**src/rdp_pkg.sv**
```systemverilog
// shared types, constants and helpers for the timestamp parser
`default_nettype none
package rdp_pkg;

    localparam int CharW   = 8;
    localparam int MillisW = 64;
    localparam int UtcW    = 49;
    localparam int StateW  = 2;
    localparam int QueueDepth = 2;

    localparam logic [1:0] DL_UNKNOWN = 2'd0;
    localparam logic [1:0] DL_LIVE    = 2'd1;
    localparam logic [1:0] DL_EXPIRED = 2'd2;

    localparam logic [2:0] PH_FIXED     = 3'd0;
    localparam logic [2:0] PH_AFTER_SEC = 3'd1;
    localparam logic [2:0] PH_FRAC      = 3'd2;
    localparam logic [2:0] PH_OFFSET    = 3'd3;
    localparam logic [2:0] PH_DONE      = 3'd4;

    // one parsed string, handed from the front to the back end
    typedef struct packed {
        logic                      ok;
        logic [13:0]               year;
        logic [3:0]                month;
        logic [4:0]                day;
        logic [4:0]                hour;
        logic [5:0]                minute;
        logic [5:0]                second;
        logic [9:0]                frac;
        logic                      zone_neg;
        logic [4:0]                zone_hour;
        logic [5:0]                zone_minute;
        logic signed [MillisW-1:0] now;
    } rdp_job_t;

    function automatic logic [4:0] month_len(input logic [13:0] y, input logic [3:0] m);
        logic [26:0] prod;
        logic [7:0]  cent_q;
        logic        cent;
        logic        leap;
        begin
            // y / 100 by reciprocal multiplication, exact for any 14-bit year
            prod   = 27'(y) * 27'd5243;
            cent_q = prod[26:19];
            cent   = (y == 14'(cent_q) * 14'd100);
            leap   = (y[1:0] == 2'd0) && (!cent || cent_q[1:0] == 2'd0);
            case (m)
                4'd2: month_len = leap ? 5'd29 : 5'd28;
                4'd4, 4'd6, 4'd9, 4'd11: month_len = 5'd30;
                default: month_len = 5'd31;
            endcase
        end
    endfunction

endpackage
`default_nettype wire

```
**src/rdp_front.sv**
```systemverilog
// character front end: layout and range checks, field accumulation
`default_nettype none
module rdp_front (
    input  wire logic                          clk,
    input  wire logic                          rst_n,
    input  wire logic                          in_valid,
    output logic                               in_stall,
    input  wire logic [rdp_pkg::CharW-1:0]     text_char,
    input  wire logic                          last_char,
    input  wire logic signed [rdp_pkg::MillisW-1:0] now_millis,
    output logic                               job_valid,
    output rdp_pkg::rdp_job_t                  job,
    input  wire logic                          job_full
);
    import rdp_pkg::*;

    logic [4:0]  pos_reg, pos_next;
    logic [2:0]  phase_reg, phase_next;
    logic        err_reg, err_next;
    logic [13:0] year_reg, year_next;
    logic [3:0]  mon_reg, mon_next;
    logic [4:0]  day_reg, day_next;
    logic [4:0]  hr_reg, hr_next;
    logic [5:0]  min_reg, min_next;
    logic [5:0]  sec_reg, sec_next;
    logic [9:0]  frac_reg, frac_next;
    logic [1:0]  fd_reg, fd_next;
    logic        zn_reg, zn_next;
    logic [4:0]  zh_reg, zh_next;
    logic [5:0]  zm_reg, zm_next;

    logic       take;
    logic       dig;
    logic [3:0] d;
    logic [6:0] two;

    assign in_stall = job_full;
    assign take = in_valid && !job_full;
    assign dig = (text_char >= 8'h30) && (text_char <= 8'h39);
    assign d = dig ? 4'(text_char - 8'h30) : 4'd0;

    // parse step for one character
    always_comb
    begin
        pos_next = pos_reg; phase_next = phase_reg; err_next = err_reg;
        year_next = year_reg; mon_next = mon_reg; day_next = day_reg;
        hr_next = hr_reg; min_next = min_reg; sec_next = sec_reg;
        frac_next = frac_reg; fd_next = fd_reg; zn_next = zn_reg;
        zh_next = zh_reg; zm_next = zm_reg;
        two = 7'd0;
        if (!err_reg)
        begin
            case (phase_reg)
                PH_FIXED:
                begin
                    if (pos_reg == 5'd4 || pos_reg == 5'd7)
                    begin
                        if (text_char != "-") err_next = 1'b1;
                    end
                    else if (pos_reg == 5'd10)
                    begin
                        if (text_char != "T" && text_char != "t") err_next = 1'b1;
                    end
                    else if (pos_reg == 5'd13 || pos_reg == 5'd16)
                    begin
                        if (text_char != ":") err_next = 1'b1;
                    end
                    else if (!dig) err_next = 1'b1;
                    else if (pos_reg <= 5'd3) year_next = 14'(year_reg * 14'd10 + 14'(d));
                    else if (pos_reg <= 5'd6)
                    begin
                        two = 7'(mon_reg) * 7'd10 + 7'(d);
                        if (pos_reg != 5'd6) mon_next = d;
                        else if (two > 7'd12) err_next = 1'b1;
                        else mon_next = 4'(two);
                    end
                    else if (pos_reg <= 5'd9)
                    begin
                        two = 7'(day_reg) * 7'd10 + 7'(d);
                        if (pos_reg != 5'd9) day_next = 5'(d);
                        else if (two > 7'd31) err_next = 1'b1;
                        else day_next = 5'(two);
                    end
                    else if (pos_reg <= 5'd12)
                    begin
                        two = 7'(hr_reg) * 7'd10 + 7'(d);
                        if (pos_reg != 5'd12) hr_next = 5'(d);
                        else if (two > 7'd23) err_next = 1'b1;
                        else hr_next = 5'(two);
                    end
                    else if (pos_reg <= 5'd15)
                    begin
                        two = 7'(min_reg) * 7'd10 + 7'(d);
                        if (pos_reg != 5'd15) min_next = 6'(d);
                        else if (two > 7'd59) err_next = 1'b1;
                        else min_next = 6'(two);
                    end
                    else
                    begin
                        two = 7'(sec_reg) * 7'd10 + 7'(d);
                        if (pos_reg != 5'd18) sec_next = 6'(d);
                        else if (two > 7'd60) err_next = 1'b1;
                        else sec_next = 6'(two);
                    end
                    if (pos_reg >= 5'd18)
                    begin
                        phase_next = PH_AFTER_SEC;
                        pos_next = 5'd0;
                    end
                    else pos_next = pos_reg + 5'd1;
                end
                PH_AFTER_SEC, PH_FRAC:
                begin
                    if (phase_reg == PH_AFTER_SEC && text_char == ".") phase_next = PH_FRAC;
                    else if (phase_reg == PH_FRAC && dig)
                    begin
                        if (fd_reg != 2'd3)
                        begin
                            frac_next = 10'(frac_reg * 10'd10 + 10'(d));
                            fd_next = fd_reg + 2'd1;
                        end
                    end
                    else if (phase_reg == PH_FRAC && fd_reg == 2'd0) err_next = 1'b1;
                    else if (text_char == "Z" || text_char == "z") phase_next = PH_DONE;
                    else if (text_char == "+" || text_char == "-")
                    begin
                        zn_next = (text_char == "-");
                        phase_next = PH_OFFSET;
                        pos_next = 5'd0;
                    end
                    else err_next = 1'b1;
                end
                PH_OFFSET:
                begin
                    if (pos_reg == 5'd2)
                    begin
                        if (text_char != ":") err_next = 1'b1;
                    end
                    else if (!dig) err_next = 1'b1;
                    else if (pos_reg <= 5'd1)
                    begin
                        two = 7'(zh_reg) * 7'd10 + 7'(d);
                        if (pos_reg != 5'd1) zh_next = 5'(d);
                        else if (two > 7'd23) err_next = 1'b1;
                        else zh_next = 5'(two);
                    end
                    else
                    begin
                        two = 7'(zm_reg) * 7'd10 + 7'(d);
                        if (pos_reg != 5'd4) zm_next = 6'(d);
                        else if (two > 7'd59) err_next = 1'b1;
                        else zm_next = 6'(two);
                    end
                    if (pos_reg >= 5'd4) phase_next = PH_DONE;
                    else pos_next = pos_reg + 5'd1;
                end
                default: err_next = 1'b1;
            endcase
        end
    end

    // transaction to the back end on the last character
    always_comb
    begin
        job_valid = take && last_char;
        job.ok = !err_next && phase_next == PH_DONE && year_next != 14'd0
            && year_next <= 14'd9999 && mon_next != 4'd0 && mon_next <= 4'd12
            && day_next != 5'd0 && day_next <= month_len(year_next, mon_next);
        job.year = year_next; job.month = mon_next; job.day = day_next;
        job.hour = hr_next; job.minute = min_next; job.second = sec_next;
        job.frac = (fd_next == 2'd1) ? 10'(frac_next * 10'd100)
                 : (fd_next == 2'd2) ? 10'(frac_next * 10'd10) : frac_next;
        job.zone_neg = zn_next; job.zone_hour = zh_next; job.zone_minute = zm_next;
        job.now = now_millis;
    end

    // parse state
    always_ff @(posedge clk or negedge rst_n)
    begin
        if (!rst_n)
        begin
            pos_reg <= '0; phase_reg <= PH_FIXED; err_reg <= 1'b0;
            year_reg <= '0; mon_reg <= '0; day_reg <= '0; hr_reg <= '0;
            min_reg <= '0; sec_reg <= '0; frac_reg <= '0; fd_reg <= '0;
            zn_reg <= 1'b0; zh_reg <= '0; zm_reg <= '0;
        end
        else if (take)
        begin
            if (last_char)
            begin
                pos_reg <= '0; phase_reg <= PH_FIXED; err_reg <= 1'b0;
                year_reg <= '0; mon_reg <= '0; day_reg <= '0; hr_reg <= '0;
                min_reg <= '0; sec_reg <= '0; frac_reg <= '0; fd_reg <= '0;
                zn_reg <= 1'b0; zh_reg <= '0; zm_reg <= '0;
            end
            else
            begin
                pos_reg <= pos_next; phase_reg <= phase_next; err_reg <= err_next;
                year_reg <= year_next; mon_reg <= mon_next; day_reg <= day_next;
                hr_reg <= hr_next; min_reg <= min_next; sec_reg <= sec_next;
                frac_reg <= frac_next; fd_reg <= fd_next; zn_reg <= zn_next;
                zh_reg <= zh_next; zm_reg <= zm_next;
            end
        end
    end
endmodule
`default_nettype wire

```
**src/rdp_queue.sv**
```systemverilog
// short job queue between front and back end
`default_nettype none
module rdp_queue #(
    parameter int Depth = rdp_pkg::QueueDepth
) (
    input  wire logic              clk,
    input  wire logic              rst_n,
    input  wire logic              push,
    input  wire rdp_pkg::rdp_job_t push_job,
    output logic                   full,
    input  wire logic              pop,
    output logic                   not_empty,
    output rdp_pkg::rdp_job_t      head_job
);
    import rdp_pkg::*;

    localparam int AW = (Depth > 1) ? $clog2(Depth) : 1;

    rdp_job_t       mem_reg [Depth];
    logic [AW-1:0]  wr_reg, rd_reg;
    logic [AW:0]    cnt_reg;

    assign full = (cnt_reg == (AW+1)'(Depth));
    assign not_empty = (cnt_reg != '0);
    assign head_job = mem_reg[rd_reg];

    // storage
    always_ff @(posedge clk)
    begin
        if (push) mem_reg[wr_reg] <= push_job;
    end

    // pointers and count
    always_ff @(posedge clk or negedge rst_n)
    begin
        if (!rst_n)
        begin
            wr_reg <= '0; rd_reg <= '0; cnt_reg <= '0;
        end
        else
        begin
            if (push) wr_reg <= (wr_reg == AW'(Depth-1)) ? '0 : wr_reg + 1'b1;
            if (pop) rd_reg <= (rd_reg == AW'(Depth-1)) ? '0 : rd_reg + 1'b1;
            cnt_reg <= cnt_reg + (AW+1)'(push) - (AW+1)'(pop);
        end
    end
endmodule
`default_nettype wire

```
**src/rdp_back.sv**
```systemverilog
// back end: days from civil, millisecond conversion and deadline compare
`default_nettype none
module rdp_back (
    input  wire logic              clk,
    input  wire logic              rst_n,
    input  wire logic              job_avail,
    input  wire rdp_pkg::rdp_job_t job,
    output logic                   job_pop,
    input  wire logic signed [rdp_pkg::MillisW-1:0] min_trusted,
    output logic                   out_valid,
    input  wire logic              out_stall,
    output logic                   parse_ok,
    output logic signed [rdp_pkg::UtcW-1:0] instant_millis,
    output logic [rdp_pkg::StateW-1:0] deadline_state
);
    import rdp_pkg::*;

    localparam logic [2:0] S_IDLE = 3'd0, S_A = 3'd1, S_B = 3'd2, S_C = 3'd3,
                           S_D = 3'd4, S_E = 3'd5, S_OUT = 3'd6;

    logic [2:0]  st_reg, st_next;
    rdp_job_t    j_reg;
    logic [5:0]  era_reg;
    logic [8:0]  yoe_reg;
    logic [8:0]  doy_reg;
    logic signed [23:0] days_reg;
    logic signed [18:0] tod_reg;    // seconds of day minus offset
    logic signed [39:0] secs_reg;
    logic signed [UtcW:0] ms_reg;

    logic [13:0] yy;
    logic [27:0] era_prod;
    logic [5:0]  era;
    logic [8:0]  yoe;
    logic [3:0]  mp;
    logic [8:0]  mstart;
    logic [8:0]  doy;
    logic [1:0]  cent;
    logic [17:0] doe;
    logic [16:0] off;

    // calendar split: era by reciprocal multiplication, month start from a table
    always_comb
    begin
        yy       = j_reg.year - ((j_reg.month <= 4'd2) ? 14'd1 : 14'd0);
        era_prod = 28'(yy) * 28'd10486;
        era      = era_prod[27:22];
        yoe      = 9'(yy - 14'(era) * 14'd400);
        mp       = (j_reg.month > 4'd2) ? j_reg.month - 4'd3 : j_reg.month + 4'd9;
        case (mp)
            4'd0:  mstart = 9'd0;
            4'd1:  mstart = 9'd31;
            4'd2:  mstart = 9'd61;
            4'd3:  mstart = 9'd92;
            4'd4:  mstart = 9'd122;
            4'd5:  mstart = 9'd153;
            4'd6:  mstart = 9'd184;
            4'd7:  mstart = 9'd214;
            4'd8:  mstart = 9'd245;
            4'd9:  mstart = 9'd275;
            4'd10: mstart = 9'd306;
            4'd11: mstart = 9'd337;
            default: mstart = 9'd0;
        endcase
        doy = mstart + 9'(j_reg.day) - 9'd1;
        off = 17'((12'(j_reg.zone_hour) * 12'd60 + 12'(j_reg.zone_minute)) * 17'd60);
        // centuries within the era
        cent = (yoe_reg >= 9'd300) ? 2'd3 : (yoe_reg >= 9'd200) ? 2'd2
             : (yoe_reg >= 9'd100) ? 2'd1 : 2'd0;
        doe = 18'(yoe_reg) * 18'd365 + 18'(yoe_reg >> 2) - 18'(cent) + 18'(doy_reg);
    end

    assign job_pop = (st_reg == S_IDLE) && job_avail;
    assign out_valid = (st_reg == S_OUT);

    always_comb
    begin
        st_next = st_reg;
        case (st_reg)
            S_IDLE: if (job_avail) st_next = S_A;
            S_A: st_next = S_B;
            S_B: st_next = S_C;
            S_C: st_next = S_D;
            S_D: st_next = S_E;
            S_E: st_next = S_OUT;
            S_OUT: if (!out_stall) st_next = S_IDLE;
            default: st_next = S_IDLE;
        endcase
    end

    always_ff @(posedge clk or negedge rst_n)
    begin
        if (!rst_n) st_reg <= S_IDLE;
        else st_reg <= st_next;
    end

    // datapath steps
    always_ff @(posedge clk)
    begin
        case (st_reg)
            S_IDLE: if (job_avail) j_reg <= job;
            S_A:
            begin
                era_reg <= era;
                yoe_reg <= yoe;
                doy_reg <= doy;
                tod_reg <= 19'(j_reg.hour) * 19'd3600 + 19'(j_reg.minute) * 19'd60
                    + 19'(j_reg.second) + (j_reg.zone_neg ? 19'(off) : -19'(off));
            end
            S_B: days_reg <= 24'(era_reg) * 24'd146097 + 24'(doe) - 24'd719468;
            S_C: secs_reg <= 40'(days_reg) * 40'sd86400 + 40'(tod_reg);
            S_D: ms_reg <= (UtcW+1)'(secs_reg) * (UtcW+1)'(1000) + (UtcW+1)'(j_reg.frac);
            S_E:
            begin
                parse_ok <= j_reg.ok;
                instant_millis <= j_reg.ok ? UtcW'(ms_reg) : '0;
                if (!j_reg.ok || j_reg.now < min_trusted) deadline_state <= DL_UNKNOWN;
                else if (j_reg.now >= 64'(ms_reg)) deadline_state <= DL_EXPIRED;
                else deadline_state <= DL_LIVE;
            end
            default: ;
        endcase
    end
endmodule
`default_nettype wire

```
**src/rfc3339_deadline_parser.sv**
```systemverilog
// top level of the timestamp parser with deadline check
`default_nettype none
// Accepts one timestamp character per cycle; the front end checks layout and
// ranges as characters stream in. On the last character a job enters a
// two-entry queue, and the back end works on one job at a time: it takes the
// job from the queue, computes in turn the calendar split, days, seconds,
// milliseconds and compare, and then presents the result until the output is
// not stalled. Strings that arrive faster than jobs finish can therefore fill
// the queue, and the input stalls on any character while the queue is full.
module rfc3339_deadline_parser #(
    parameter int QueueDepth = rdp_pkg::QueueDepth
) (
    input  wire logic clk,
    input  wire logic rst_n,
    input  wire logic cfg_we,
    input  wire logic signed [rdp_pkg::MillisW-1:0] cfg_data,
    input  wire logic in_valid,
    output logic      in_stall,
    input  wire logic [rdp_pkg::CharW-1:0] text_char,
    input  wire logic last_char,
    input  wire logic signed [rdp_pkg::MillisW-1:0] now_millis,
    output logic      out_valid,
    input  wire logic out_stall,
    output logic      parse_ok,
    output logic signed [rdp_pkg::UtcW-1:0] instant_millis,
    output logic [rdp_pkg::StateW-1:0] deadline_state
);
    import rdp_pkg::*;

    logic signed [MillisW-1:0] min_trusted_reg;
    logic     job_valid, q_full, q_ne, q_pop;
    rdp_job_t job, head;

    // configuration register
    always_ff @(posedge clk or negedge rst_n)
    begin
        if (!rst_n) min_trusted_reg <= '0;
        else if (cfg_we) min_trusted_reg <= cfg_data;
    end

    rdp_front u_front (
        .clk, .rst_n, .in_valid, .in_stall, .text_char, .last_char, .now_millis,
        .job_valid, .job, .job_full(q_full)
    );

    rdp_queue #(.Depth(QueueDepth)) u_queue (
        .clk, .rst_n, .push(job_valid), .push_job(job), .full(q_full),
        .pop(q_pop), .not_empty(q_ne), .head_job(head)
    );

    rdp_back u_back (
        .clk, .rst_n, .job_avail(q_ne), .job(head), .job_pop(q_pop),
        .min_trusted(min_trusted_reg), .out_valid, .out_stall,
        .parse_ok, .instant_millis, .deadline_state
    );
endmodule
`default_nettype wire

```
**config.mk**
```make
export PLATFORM = sky130hd
export DESIGN_NAME = rfc3339_deadline_parser
export DESIGN_NICKNAME = d
export VERILOG_FILES = /design/src/rdp_pkg.sv /design/src/rdp_front.sv /design/src/rdp_queue.sv /design/src/rdp_back.sv /design/src/rfc3339_deadline_parser.sv
export SDC_FILE = /design/constraint.sdc
export NUM_CORES = 2
export LEC_CHECK = 0
export BUFFER_PORTS_ARGS = -buffer_cell sky130_fd_sc_hd__buf_2
export CAP_MARGIN = 10
export CORE_MARGIN = 2
export CORE_UTILIZATION = 40
export DETAILED_ROUTE_END_ITERATION = 10
export MAX_ROUTING_LAYER = met4
export RECOVER_POWER = 50
export SLEW_MARGIN = 20
export SYNTH_ARGS = -nofsm -noshare
export SYNTH_HDL_FRONTEND = slang
export SYNTH_SLANG_ARGS = --single-unit
```
**constraint.sdc**
```tcl
create_clock -name clk -period 19.4 [get_ports clk]
set_input_delay 2.91 -clock clk [delete_from_list [all_inputs] [get_ports clk]]
set_output_delay 2.91 -clock clk [all_outputs]
set_load 0.02 [all_outputs]
```
==> flow_summary_export.csv <==
group,metric,value,unit
clock_network,clkTransAtPathRegs,0.06,ns
clock_network,cts_buffer_depth,3,
route,drc,0,
logic_synthesis,synthCells,5862,
sta,tns,0,ns
critical_path,startpoint_type,"input pin",
place,hpwlAfterDp,112000,um
finish,area_delta_synth_final,9.95,%
route,num_vias,42000,
clock_network,post_cts_buffers,0,
place,numPortBuffers,195,
die,io_pins,196,
die,dieWidth,406,um
sta,setup_viol,0,
clock_network,numCtsBuffers,86,
clock_network,cts_tree,"done",
clock_network,clkSinkCount,734,
logic_synthesis,synth-seq-cells,734,
critical_path,slowest_stage,"a2111oi_1",
logic_synthesis,synth_top_area_frac,0.274,
die,coreArea,0.161,mm^2
logic_synthesis,synth.cell_area,0.0647,mm^2
finish,utilization,0.443,
critical_path,path_max_fanout,14,
logic_synthesis,syn_nets,7469,
route,drt_iter0_drc,2180,
route,drtPass1Iterations,5,
grt,grt_util_all_layers,0.178,
route,antenna_left,0,
route,avgViaCountPerCell,5.05,
job,cap_violations,10,
logic_synthesis,postSynth.asyncResetShare,0.196,
finish,drive_gt1_frac,0.0779,
sta,hold_violations,0,
clock_network,h-tree-depth,3,
critical_path,cpMostUsedCell,"ha_1",
logic_synthesis,ys_types,96,
grt,grt_pass1_wl,229000,um
die,initial_utilization,0.403,
hold_path,hp-class,"flip-flop to flip-flop",
critical_path,cp_slowest_stage_delay,0.85,ns
critical_path,critPathRequiredTime,19.86,ns
clock_network,cts-root-buf,"clkbuf_16",
sta,finalCritPeriodShare,0.834,
run_status,violations,"capacitance limit, slew limit",
die,die_y,406,um
sta,tightestPinTransition,8.10,ns
logic_synthesis,synth-edff-count,590,
clock_network,clock_latency,0.74,ns
logic_synthesis,yosysWarnings,0,
place,gp_congestion,0.882,
critical_path,worstSetupPathType,"input pin to flip-flop",
die,die-area,0.165,mm^2
place,dp_cells,8152,
logic_synthesis,postSynthAreaPerCell,11.0,um^2
finish,fin_cells,8316,
critical_path,cp-end-kind,"flip-flop",
logic_synthesis,synth-main-ff-cell,"edfxtp_1",
sta,fin_crit,16.18,ns
sta,rsz0062_at_grt,"no",
critical_path,arrival,16.64,ns
grt,first_global_vias,43300,
sta,finalClockSkew,0.0574,ns
route,routed_wl,141000,um
grt,grt_overflow,0,
logic_synthesis,ys_seq_area_frac,0.330,
logic_synthesis,yosys.area.top_type,"edfxtp_1",
finish,largest_reg_flops,254,
die,core.rowCount,147,
grt,grt_max_degree,130,
clock_network,cts_resized,0,
clock_network,holdBufCountCts,0,
grt,antenna_found_initial,8,
sta,final_max_slew_viol_count,555,
run_status,status,"finished with violations",
critical_path,r2r_slack,5.27,ns
route,wire_per_inst,16.9,um
sta,slew_headroom,-4.40,
sta,timing.fmax,61.8,MHz
logic_synthesis,netlist_top_cells_area,"edfxtp_1 (27%), ha_1 (19%), fa_1 (15%)",
finish,nNetsFinal,7687,
## cells by family after synthesis
| logic type | share of synthesized area |
|---|---|
| AOI/OAI and AO/OA | 0.104 |
| xor gates and xnor gates | 0.0557 |
| and+or+nand+nor | 0.0805 |
| muxes | 0.0281 |
| DFF | 0.330 |
| adders and majority gates | 0.343 |
| buffers and inverters | 0.0594 |
## final cells by class
type | count | area [um^2]
Clock inverter | 49 | 642
Clock buffer | 111 | 2300
Inverter | 924 | 3470
Timing Repair Buffer | 227 | 1120
Antenna cell | 4 | 10.0
Tap cell | 2160 | 2700
Fill cell | 15000 | 89500
Sequential cell | 734 | 21300
Multi-Input combinational cell | 4107 | 39500
## cell usage after synthesis (14+ instances only)
cell / number
ha_1: 976
inv_1: 923
edfxtp_1: 590
fa_1: 489
xnor2_1: 306
nand2_1: 269
o21ai_0: 247
a21oi_1: 241
nor2_1: 233
a21o_1: 147
dfrtp_1: 144
mux2_2: 141
xor2_1: 98
clkbuf_1: 88
and2_1: 69
nand3_1: 64
nor3_1: 64
nand4_1: 59
nor2b_1: 57
nand2b_1: 52
o21bai_1: 52
a22o_1: 38
and3_1: 37
o21a_1: 37
a31oi_1: 36
a211oi_1: 23
mux2i_1: 23
o211ai_1: 20
o31ai_1: 20
or2_2: 20
or3_1: 20
a211o_1: 16
o31a_1: 16
nor4_1: 15
nor3b_1: 14
## per-stage QoR
| stage | cell area [um^2] | setup WS, ns | hold WS [ns] |
|---|---|---|---|
| detailed placement | 68300 | 2.54 | 0.408 |
| CTS | 71200 | 3.18 | 0.422 |
| floorplan | 64700 | 4.55 | 0.400 |
| global placement | 68300 | 2.36 | 0.407 |
| global route | 71100 | 2.09 | 0.425 |
| finish | 71100 | 3.22 | 0.419 |
## cells in the final DEF (no fill, tap or decap), drive strengths merged, types with 234 or more instances in the layout
| cell type | n |
|---|---|
| nor2 | 234 |
| inv | 926 |
| fa | 489 |
| xnor2 | 307 |
| a21oi | 241 |
| nand2 | 269 |
| ha | 976 |
| o21ai | 251 |
| edfxtp | 590 |
## critical path: cells and delay by family
| kind | cells | cell delay [ns] |
|---|---|---|
| muxes | 1 | 0.69 |
| buffers and inverters | 10 | 1.27 |
| xor gates and xnor gates | 2 | 0.54 |
| and+or+nand+nor | 11 | 2.16 |
| AOI/OAI and AO/OA | 16 | 4.27 |
| adders and majority gates | 13 | 4.78 |
## path summary, 6_finish.rpt
| check | startpoint | endpoint | depth (start not counted) |
|---|---|---|---|
| min in group asynchronous | rst_n | min_trusted_reg[40]$_DFFE_PN0P_ | 1 |
| worst min register to register | u_back.j_reg[76]$_DFFE_PP_ | u_back.ms_reg[0]$_DFFE_PP_ | 0 |
| max in group asynchronous | rst_n | u_front.pos_reg[0]$_DFFE_PN0P_ | 2 |
| worst max-delay path | text_char[3] | u_queue.mem_reg[0][126]$_DFFE_PP_ | 53 |
| worst min-delay path | u_back.j_reg[76]$_DFFE_PP_ | u_back.ms_reg[0]$_DFFE_PP_ | 0 |
| worst max register to register | u_front.year_reg[1]$_DFFE_PN0P_ | u_queue.mem_reg[0][126]$_DFFE_PP_ | 49 |
## routing by layer
layer | up-vias | part of all wire | GRT usage
li1 | 20800 | - | -
met1 | 20400 | 0.46 | 0.226
met2 | 616 | 0.49 | 0.304
met3 | 167 | 0.034 | 0.0234
met4 | 0 | 0.021 | 0.0403
met5 | - | 0 | -
Power is left out: the tool's default activity adds up to more than one toggle a clock period on the data nets, which glitch-free logic cannot reach.
